==> config.mk <==
export PLATFORM = sky130hd
export DESIGN_NAME = linked_chain_table_unit
export DESIGN_NICKNAME = d
export VERILOG_FILES = /design/src/design/lct_pkg.sv /design/src/design/linked_chain_table_unit.sv /design/src/design/lct_link_store.sv /design/src/design/lct_step_unit.sv
export SDC_FILE = /design/constraint.sdc
export NUM_CORES = 1
export LEC_CHECK = 0
export BUFFER_PORTS_ARGS = -buffer_cell sky130_fd_sc_hd__buf_2
export CAP_MARGIN = 20
export CORE_ASPECT_RATIO = 1.1
export CORE_MARGIN = 2
export CORE_UTILIZATION = 55
export DETAILED_ROUTE_END_ITERATION = 10
export GPL_ROUTABILITY_DRIVEN = 0
export MAX_ROUTING_LAYER = met4
export PLACE_DENSITY = 0.8
export SLEW_MARGIN = 20
export SYNTH_ARGS = -nofsm -noshare
export SYNTH_HDL_FRONTEND = slang
export SYNTH_SLANG_ARGS = --single-unit
==> constraint.sdc <==
create_clock -name clk_i -period 9 [get_ports clk_i]
set_input_delay 1.8 -clock clk_i [delete_from_list [all_inputs] [get_ports clk_i]]
set_output_delay 1.8 -clock clk_i [all_outputs]
set_load 0.01 [all_outputs]
==> src/design/lct_pkg.sv <==
// Shared types, constants and helpers for the linked chain table.
// Used by every module of the block; depends on nothing else.
package lct_pkg;

  localparam int unsigned Nodes   = 64;
  localparam int unsigned NodeIdW = 6;
  localparam int unsigned MaxRun  = 64;
  localparam int unsigned Limit   = (Nodes < MaxRun) ? Nodes : MaxRun;
  localparam int unsigned CntW    = $clog2(Limit + 1);

  typedef logic [NodeIdW-1:0] node_id_t;
  typedef logic [CntW-1:0]    cnt_t;

  typedef enum logic [1:0] {
    ActLink   = 2'd0,
    ActUnlink = 2'd1,
    ActList   = 2'd2
  } action_e;

  typedef enum logic [1:0] {
    StIdle,
    StBack,
    StFwd,
    StOne
  } state_e;

  typedef struct packed {
    action_e  action;
    node_id_t first_node;
    node_id_t second_node;
  } lct_in_t;

  typedef struct packed {
    node_id_t node_id;
    logic     last_of_chain;
  } lct_out_t;

  // Write side of both link tables.
  typedef struct packed {
    logic     pred_we;
    node_id_t pred_addr;
    node_id_t pred_data;
    logic     succ_we;
    node_id_t succ_addr;
    node_id_t succ_data;
  } lct_wr_t;

  // Read side of both link tables.
  typedef struct packed {
    logic     pred_re;
    node_id_t pred_addr;
    logic     succ_re;
    node_id_t succ_addr;
  } lct_rd_t;

  // Verdict of the step unit for the current walk position.
  typedef struct packed {
    logic link_end;
    logic limit_hit;
  } lct_step_t;

  function automatic logic in_range(node_id_t id);
    return ({1'b0, id} < (NodeIdW + 1)'(Nodes));
  endfunction

endpackage

==> src/design/linked_chain_table_unit.sv <==
// A link or unlink beat writes both link memories when it is accepted. A list beat is
// accepted, then reads predecessor links back to the head (up to 64 reads), then emits
// one result per successor link (up to 64), holding while the output register is full.
// Throughput: one item at a time; the single read port of each link memory sets the pace.
// Reset: asynchronous, active low; every link reads as its own node at once through valid
// bits, so there is no clearing pass and the block is ready as soon as reset is released.
module linked_chain_table_unit (
  input  logic              clk_i,
  input  logic              rst_ni,
  input  logic              in_valid_i,
  output logic              in_ready_o,
  input  lct_pkg::lct_in_t  in_item_i,
  output logic              out_valid_o,
  input  logic              out_ready_i,
  output lct_pkg::lct_out_t out_item_o
);
  import lct_pkg::*;

  // Sequencer state. The walk position now_q and the step counter cnt_q are shared
  // between the backward walk and the forward emission.
  state_e   state_q, state_d;
  node_id_t now_q, now_d;
  cnt_t     cnt_q, cnt_d;

  lct_wr_t   wr;
  lct_rd_t   rd;
  lct_step_t step;
  node_id_t  pred_rdata, succ_rdata, link_val;

  // Output register: it holds one finished beat so the sequencer can prepare the next.
  logic     out_valid_q;
  lct_out_t out_item_q, out_item_d;
  logic     out_load, out_free;

  lct_link_store u_store (
    .clk_i        (clk_i),
    .rst_ni       (rst_ni),
    .wr_i         (wr),
    .rd_i         (rd),
    .pred_rdata_o (pred_rdata),
    .succ_rdata_o (succ_rdata)
  );

  // The backward walk looks at predecessor links, the forward run at successor links.
  assign link_val = (state_q == StBack) ? pred_rdata : succ_rdata;

  lct_step_unit u_step (
    .now_i  (now_q),
    .link_i (link_val),
    .cnt_i  (cnt_q),
    .step_o (step)
  );

  assign out_free   = !out_valid_q || out_ready_i;
  assign in_ready_o = (state_q == StIdle);

  always_ff @(posedge clk_i or negedge rst_ni) begin
    if (!rst_ni) begin
      state_q <= StIdle;
      now_q   <= '0;
      cnt_q   <= '0;
    end else begin
      state_q <= state_d;
      now_q   <= now_d;
      cnt_q   <= cnt_d;
    end
  end

  always_comb begin
    state_d    = state_q;
    now_d      = now_q;
    cnt_d      = cnt_q;
    wr         = '0;
    rd         = '0;
    out_load   = 1'b0;
    out_item_d = '0;

    case (state_q)
      StIdle: begin
        if (in_valid_i) begin
          case (in_item_i.action)
            ActLink: begin
              // Second node follows first node; nodes out of range change nothing.
              if (in_range(in_item_i.first_node) && in_range(in_item_i.second_node)) begin
                wr.succ_we   = 1'b1;
                wr.succ_addr = in_item_i.first_node;
                wr.succ_data = in_item_i.second_node;
                wr.pred_we   = 1'b1;
                wr.pred_addr = in_item_i.second_node;
                wr.pred_data = in_item_i.first_node;
              end
            end
            ActUnlink: begin
              // Cutting a link points both ends back at themselves.
              if (in_range(in_item_i.first_node) && in_range(in_item_i.second_node)) begin
                wr.succ_we   = 1'b1;
                wr.succ_addr = in_item_i.first_node;
                wr.succ_data = in_item_i.first_node;
                wr.pred_we   = 1'b1;
                wr.pred_addr = in_item_i.second_node;
                wr.pred_data = in_item_i.second_node;
              end
            end
            ActList: begin
              now_d = in_item_i.first_node;
              cnt_d = '0;
              if (in_range(in_item_i.first_node)) begin
                rd.pred_re   = 1'b1;
                rd.pred_addr = in_item_i.first_node;
                state_d      = StBack;
              end else begin
                // A node outside the table lists as itself alone.
                state_d = StOne;
              end
            end
            default: begin
              // The unused action code is dropped without any result.
            end
          endcase
        end
      end

      StBack: begin
        // The predecessor of now_q is on the read port. Either the head is found, or we
        // step to the predecessor and read its link in the same cycle.
        if (step.link_end) begin
          rd.succ_re   = 1'b1;
          rd.succ_addr = now_q;
          cnt_d        = '0;
          state_d      = StFwd;
        end else begin
          now_d = pred_rdata;
          if (step.limit_hit) begin
            // Step bound reached on a cyclic chain: the node reached counts as head.
            rd.succ_re   = 1'b1;
            rd.succ_addr = pred_rdata;
            cnt_d        = '0;
            state_d      = StFwd;
          end else begin
            rd.pred_re   = 1'b1;
            rd.pred_addr = pred_rdata;
            cnt_d        = cnt_q + cnt_t'(1);
          end
        end
      end

      StFwd: begin
        // Emit now_q once the output register has room; the successor read data holds
        // meanwhile because no new read is issued.
        if (out_free) begin
          out_load                 = 1'b1;
          out_item_d.node_id       = now_q;
          out_item_d.last_of_chain = step.link_end || step.limit_hit;
          if (step.link_end || step.limit_hit) begin
            state_d = StIdle;
          end else begin
            now_d        = succ_rdata;
            cnt_d        = cnt_q + cnt_t'(1);
            rd.succ_re   = 1'b1;
            rd.succ_addr = succ_rdata;
          end
        end
      end

      StOne: begin
        if (out_free) begin
          out_load                 = 1'b1;
          out_item_d.node_id       = now_q;
          out_item_d.last_of_chain = 1'b1;
          state_d                  = StIdle;
        end
      end

      default: begin
        state_d = StIdle;
      end
    endcase
  end

  always_ff @(posedge clk_i or negedge rst_ni) begin
    if (!rst_ni) begin
      out_valid_q <= 1'b0;
    end else if (out_load) begin
      out_valid_q <= 1'b1;
    end else if (out_ready_i) begin
      out_valid_q <= 1'b0;
    end
  end

  always_ff @(posedge clk_i) begin
    if (out_load) begin
      out_item_q <= out_item_d;
    end
  end

  assign out_valid_o = out_valid_q;
  assign out_item_o  = out_item_q;

`ifndef SYNTHESIS
  // The step counter never passes the walk bound.
  a_cnt_bound: assert property (@(posedge clk_i) disable iff (!rst_ni)
    ({1'b0, cnt_q} <= (CntW + 1)'(Limit)))
    else $error("step counter beyond walk bound");

  // A beat marked as tail always ends the list run.
  a_last_ends: assert property (@(posedge clk_i) disable iff (!rst_ni)
    (out_load && out_item_d.last_of_chain) |=> (state_q == StIdle))
    else $error("tail beat did not end the run");

  // No result beat is produced during the backward walk.
  a_back_quiet: assert property (@(posedge clk_i) disable iff (!rst_ni)
    (state_q == StBack) |-> !out_load)
    else $error("beat emitted during backward walk");

  // Link tables are only written while an item is taken in the idle state.
  a_wr_idle: assert property (@(posedge clk_i) disable iff (!rst_ni)
    (wr.pred_we || wr.succ_we) |-> (in_ready_o && in_valid_i))
    else $error("link write outside of an accepted beat");
`endif

endmodule

==> src/design/lct_link_store.sv <==
// Predecessor and successor link memories with registered read ports.
// Depends on lct_pkg; per-entry valid bits make unwritten entries read as their own index.
module lct_link_store (
  input  logic             clk_i,
  input  logic             rst_ni,
  input  lct_pkg::lct_wr_t wr_i,
  input  lct_pkg::lct_rd_t rd_i,
  output lct_pkg::node_id_t pred_rdata_o,
  output lct_pkg::node_id_t succ_rdata_o
);
  import lct_pkg::*;

  node_id_t        pred_mem [Nodes];
  node_id_t        succ_mem [Nodes];
  logic [Nodes-1:0] pred_vld_q;
  logic [Nodes-1:0] succ_vld_q;

  node_id_t pred_raw_q, pred_addr_q;
  node_id_t succ_raw_q, succ_addr_q;
  logic     pred_hit_q, succ_hit_q;

  always_ff @(posedge clk_i or negedge rst_ni) begin
    if (!rst_ni) begin
      pred_vld_q <= '0;
      succ_vld_q <= '0;
    end else begin
      if (wr_i.pred_we) begin
        pred_vld_q[wr_i.pred_addr] <= 1'b1;
      end
      if (wr_i.succ_we) begin
        succ_vld_q[wr_i.succ_addr] <= 1'b1;
      end
    end
  end

  always_ff @(posedge clk_i) begin
    if (wr_i.pred_we) begin
      pred_mem[wr_i.pred_addr] <= wr_i.pred_data;
    end
    if (wr_i.succ_we) begin
      succ_mem[wr_i.succ_addr] <= wr_i.succ_data;
    end
  end

  always_ff @(posedge clk_i) begin
    if (rd_i.pred_re) begin
      pred_raw_q  <= pred_mem[rd_i.pred_addr];
      pred_hit_q  <= pred_vld_q[rd_i.pred_addr];
      pred_addr_q <= rd_i.pred_addr;
    end
    if (rd_i.succ_re) begin
      succ_raw_q  <= succ_mem[rd_i.succ_addr];
      succ_hit_q  <= succ_vld_q[rd_i.succ_addr];
      succ_addr_q <= rd_i.succ_addr;
    end
  end

  // An entry never written reads as its own index, taken from the registered read address.
  assign pred_rdata_o = pred_hit_q ? pred_raw_q : pred_addr_q;
  assign succ_rdata_o = succ_hit_q ? succ_raw_q : succ_addr_q;

endmodule

==> src/design/lct_step_unit.sv <==
// Shared compare unit used by both the backward and the forward walk.
// Depends on lct_pkg; decides whether the chain ends or the step bound is reached.
module lct_step_unit (
  input  lct_pkg::node_id_t  now_i,
  input  lct_pkg::node_id_t  link_i,
  input  lct_pkg::cnt_t      cnt_i,
  output lct_pkg::lct_step_t step_o
);
  import lct_pkg::*;

  logic [CntW:0] cnt_next;

  assign cnt_next         = {1'b0, cnt_i} + (CntW + 1)'(1);
  assign step_o.link_end  = (link_i == now_i) || !in_range(link_i);
  assign step_o.limit_hit = (cnt_next >= (CntW + 1)'(Limit));

endmodule
==> impl_metrics.xml <==
<?xml version="1.0" encoding="UTF-8"?>
<metrics>
  <group name="hold_path">
    <metric name="worst_hold_path_type" unit="">flop to flop</metric>
    <metric name="worstHoldPathCells" unit="">1</metric>
    <metric name="timing.hold.worst_endpoint" unit="">u_store.succ_vld_q[63]</metric>
    <metric name="hp-start" unit="">u_store.succ_vld_q[63]</metric>
  </group>
  <group name="yosys">
    <metric name="synthTopCellsByArea" unit="">sky130_fd_sc_hd__edfxtp_1 61%, sky130_fd_sc_hd__dfrtp_1 9.2%, sky130_fd_sc_hd__nand2_1 4.2%</metric>
    <metric name="yosysWarningCount" unit="">0</metric>
    <metric name="syn_area" unit="sq um">39280</metric>
    <metric name="syn-num-nets" unit="">2967</metric>
    <metric name="netlist.area_leader.share" unit="">0.6123</metric>
    <metric name="most_used_standard_cell_by_instance_count_after_synthesis" unit="">sky130_fd_sc_hd__edfxtp_1</metric>
    <metric name="syn_area_per_cell" unit="sq um">13.34</metric>
    <metric name="async_reset_ff_frac" unit="">0.1524</metric>
    <metric name="syn_inst" unit="">2944</metric>
    <metric name="yosysUniqueCellTypes" unit="">91</metric>
    <metric name="synth_largest_area_cell" unit="">sky130_fd_sc_hd__edfxtp_1</metric>
    <metric name="synth_enable_flop_cells" unit="">801</metric>
    <metric name="yosysSeqAreaShare" unit="">0.7040</metric>
    <metric name="synth.top_cells.by_count" unit="">801 x sky130_fd_sc_hd__edfxtp_1, 435 x sky130_fd_sc_hd__nand2_1, 209 x sky130_fd_sc_hd__nor2_1, 144 x sky130_fd_sc_hd__dfrtp_1, 142 x sky130_fd_sc_hd__nand3_1</metric>
    <metric name="synth.ff_latch_count" unit="">945</metric>
    <metric name="synth_flop_cell" unit="">sky130_fd_sc_hd__edfxtp_1</metric>
  </group>
  <group name="clock_tree">
    <metric name="clockRootBuffer" unit="">sky130_fd_sc_hd__clkbuf_16</metric>
    <metric name="clk-insertion-delay-late" unit="ps">650</metric>
    <metric name="cts-hold-fix-buffers" unit="">0</metric>
    <metric name="htree_num_levels" unit="">3</metric>
    <metric name="cts_made_buffers" unit="">92</metric>
    <metric name="cts_resized" unit="">0</metric>
    <metric name="clock_sinks" unit="">945</metric>
    <metric name="tritoncts_clock_tree" unit="">done</metric>
    <metric name="postCtsSetupBuffers" unit="">0</metric>
    <metric name="clock_path_buffers" unit="">3</metric>
    <metric name="cts.clk_slew.worst_paths" unit="ps">60</metric>
  </group>
  <group name="grt">
    <metric name="grt_start_max_net_pins" unit="">91</metric>
    <metric name="antenna_found_initial" unit="">8</metric>
    <metric name="gr-total-overflow" unit="">0</metric>
    <metric name="grt_pass1_vias" unit="">26132</metric>
    <metric name="grt_first_pass_wirelength" unit="um">159000</metric>
    <metric name="grt_use_total" unit="">0.2943</metric>
  </group>
  <group name="worst_setup_path">
    <metric name="crit_type" unit="">flop to flop</metric>
    <metric name="arrival" unit="ps">6730</metric>
    <metric name="regToRegSetupSlack" unit="ps">2660</metric>
    <metric name="r2r-start" unit="">state_q[1]</metric>
    <metric name="cp-end-kind" unit="">flop</metric>
    <metric name="required_worst_endpoint" unit="ps">9390</metric>
    <metric name="cp-start-kind" unit="">flop</metric>
    <metric name="endpoint_of_the_worst_register_to_register_path" unit="">u_store.pred_raw_q[2]</metric>
    <metric name="slowest_stage" unit="">sky130_fd_sc_hd__nor2_2</metric>
    <metric name="rr_worst_depth" unit="">15</metric>
    <metric name="worstPathCellList" unit="">inv_1 &gt; ha_1 &gt; mux2i_1 &gt; xnor2_1 &gt; and2_1 &gt; a21oi_2 &gt; a22oi_2 &gt; buf_4 &gt; inv_2 &gt; nor2_2 &gt; buf_4 &gt; a221oi_1 &gt; nand3_1 &gt; o21ai_0 &gt; or4_1</metric>
    <metric name="crit_fanout" unit="">49</metric>
    <metric name="timing.critical_path.slowest_cell_delay" unit="ps">860</metric>
    <metric name="critPathMostFrequentCell" unit="">sky130_fd_sc_hd__buf_4</metric>
  </group>
  <group name="route">
    <metric name="detail_route.wl_per_cell" unit="um">26.50</metric>
    <metric name="drt_iter0_markers" unit="">4083</metric>
    <metric name="vias" unit="">26304</metric>
    <metric name="drtPass1Iterations" unit="">6</metric>
    <metric name="wl" unit="um">104800</metric>
    <metric name="post_drt_via_cell_ratio" unit="">6.653</metric>
    <metric name="post-route-drc-count" unit="">0</metric>
    <metric name="drtAntennaViolNets" unit="">0</metric>
  </group>
  <group name="floorplan">
    <metric name="die_w" unit="um">258.8</metric>
    <metric name="i_o_pin_total" unit="">27</metric>
    <metric name="initial_utilization" unit="">0.5566</metric>
    <metric name="coreArea" unit="sq um">70580</metric>
    <metric name="floorplan.die_area" unit="sq um">73580</metric>
    <metric name="die_h" unit="um">284.3</metric>
    <metric name="std_cell_rows" unit="">102</metric>
  </group>
  <group name="place">
    <metric name="placedInstanceArea" unit="sq um">40280</metric>
    <metric name="detailedPlacementHpwl" unit="um">64940</metric>
    <metric name="port-buffer-count" unit="">26</metric>
  </group>
  <group name="layout">
    <metric name="fin_area" unit="sq um">43370</metric>
    <metric name="syn2layout_area_growth" unit="%">10.40</metric>
    <metric name="final_net_count" unit="">2956</metric>
    <metric name="drive_gt1_frac" unit="">0.1383</metric>
  </group>
  <group name="timing">
    <metric name="worstMarginPinSlew" unit="ps">1184</metric>
    <metric name="tcrit_tclk_final" unit="">0.7047</metric>
    <metric name="fmaxAchievable" unit="GHz">0.1577</metric>
    <metric name="slew_violations" unit="">0</metric>
    <metric name="finalHoldViolCount" unit="">0</metric>
    <metric name="grt_setup_unrepaired" unit="">false</metric>
    <metric name="setup-violations-final" unit="">0</metric>
    <metric name="fin_worst_skew" unit="ps">29.78</metric>
    <metric name="slew-limit-headroom" unit="">0.2109</metric>
    <metric name="finalSetupTns" unit="ps">0</metric>
    <metric name="fin_crit" unit="ps">6343</metric>
  </group>
  <group name="power">
    <metric name="power_leakage" unit="nW">16.28</metric>
    <metric name="power_density" unit="nW/um^2">277.7</metric>
    <metric name="worst_ir_drop_vdd" unit="mV">0.2160</metric>
    <metric name="total_power" unit="mW">12.04</metric>
  </group>
  <group name="flow_run">
    <metric name="max-cap-violations" unit="">0</metric>
  </group>
  <group name="status">
    <metric name="outcome" unit="">finished clean</metric>
  </group>
</metrics>
==> critical path: cells and delay by family, from the launching register on <==
family | cells | cell delay (ps)
and+or+nand+nor | 4 | 2300
buffers and inverters | 4 | 1160
AOI/OAI and AO/OA | 4 | 900
adders and majority gates | 1 | 790
DFF | 1 | 400
muxes | 1 | 310
xor gates and xnor gates | 1 | 170
==> area by class of cell <==
type / instances / area [sq um]
inverters: 23 / 93.84
multi-input cells: 1799 / 10870
diodes: 11 / 27.53
flip-flops and latches: 945 / 27660
well taps: 936 / 1171
repair buffers: 72 / 481.7
fillers: 5040 / 27210
clock inverters: 38 / 401.6
clock buffers: 130 / 2663
==> layer usage <==
layer	global-route usage	vias up	routed length, um
li1	-	11098	-
met1	0.3538	12951	36230
met2	0.4521	1804	49810
met3	0.07615	451	11640
met4	0.1688	0	7101
met5	-	-	0
==> kinds of logic after synthesis <==
group / Yosys count / synth area share
adders and majority gates: 5 / 0.001593
DFF: 945 / 0.7040
and+or+nand+nor: 1145 / 0.1385
xor gates and xnor gates: 6 / 0.001338
AOI/OAI and AO/OA: 490 / 0.09001
buffers and inverters: 200 / 0.02220
muxes: 153 / 0.04236
==> through the flow <==
step | worst slack, ps | instances | util | hold slack (ps)
2_1_floorplan | 4429 | 2944 | - | 427.2
3_3_place_gp | 2501 | 3775 | 0.5707 | 440.9
3_5_place_dp | 2349 | 3775 | 0.5707 | 447.7
4_1_cts | 2909 | 3943 | 0.6141 | 460.9
5_1_grt | 2427 | 3951 | 0.6144 | 474.6
6_report | 2657 | 3954 | 0.6145 | 462.2
==> layout by cell type (no fill, tap or decap), types with 32 or more instances in the layout <==
cell type                   count
sky130_fd_sc_hd__buf_4         46
sky130_fd_sc_hd__nand2_1      435
sky130_fd_sc_hd__edfxtp_1     801
sky130_fd_sc_hd__clkbuf_16     98
sky130_fd_sc_hd__mux2i_1      123
sky130_fd_sc_hd__nor2_1       194
sky130_fd_sc_hd__nand4_1       39
sky130_fd_sc_hd__nand3_1      142
sky130_fd_sc_hd__or2_2        126
sky130_fd_sc_hd__o21ai_0       54
sky130_fd_sc_hd__or3_1         54
sky130_fd_sc_hd__and3_1        32
sky130_fd_sc_hd__o211ai_1      38
sky130_fd_sc_hd__dfrtp_1      144
sky130_fd_sc_hd__a21oi_1      114
==> power by group <==
part / switching, mW / total, mW / internal, mW
clock network: 1.62 / 3.91 / 2.29
registers: 0.111 / 5.11 / 5.00
logic: 2.16 / 3.03 / 0.867
total: 3.89 / 12.0 / 8.15
==> state kept, by name, summed over array words and instances, names as in the netlist <==
signal / flops
u_store.pred_hit_q: 1
out_item_o: 7
u_store.pred_raw_q: 6
u_store.succ_hit_q: 1
u_store.pred_addr_q: 6
u_store.succ_raw_q: 6
u_store.pred_vld_q: 64
state_q: 2
now_q: 6
u_store.succ_vld_q: 64
u_store.succ_mem: 384
out_valid_o: 1
u_store.pred_mem: 384
u_store.succ_addr_q: 6
cnt_q: 7
==> worst max path at each step <==
stage                   from                endpoint  depth (start not counted)
6_report          state_q[1]   u_store.pred_raw_q[2]                         15
5_1_grt           state_q[1]   u_store.pred_raw_q[2]                         15
4_1_cts        in_item_i[12]   u_store.pred_raw_q[0]                         12
3_5_place_dp   in_item_i[12]   u_store.pred_raw_q[5]                         12
3_3_place_gp   in_item_i[12]   u_store.pred_raw_q[0]                         12
2_1_floorplan     in_valid_i  u_store.pred_mem[0][0]                          5
(Power assumes the default switching activity.)
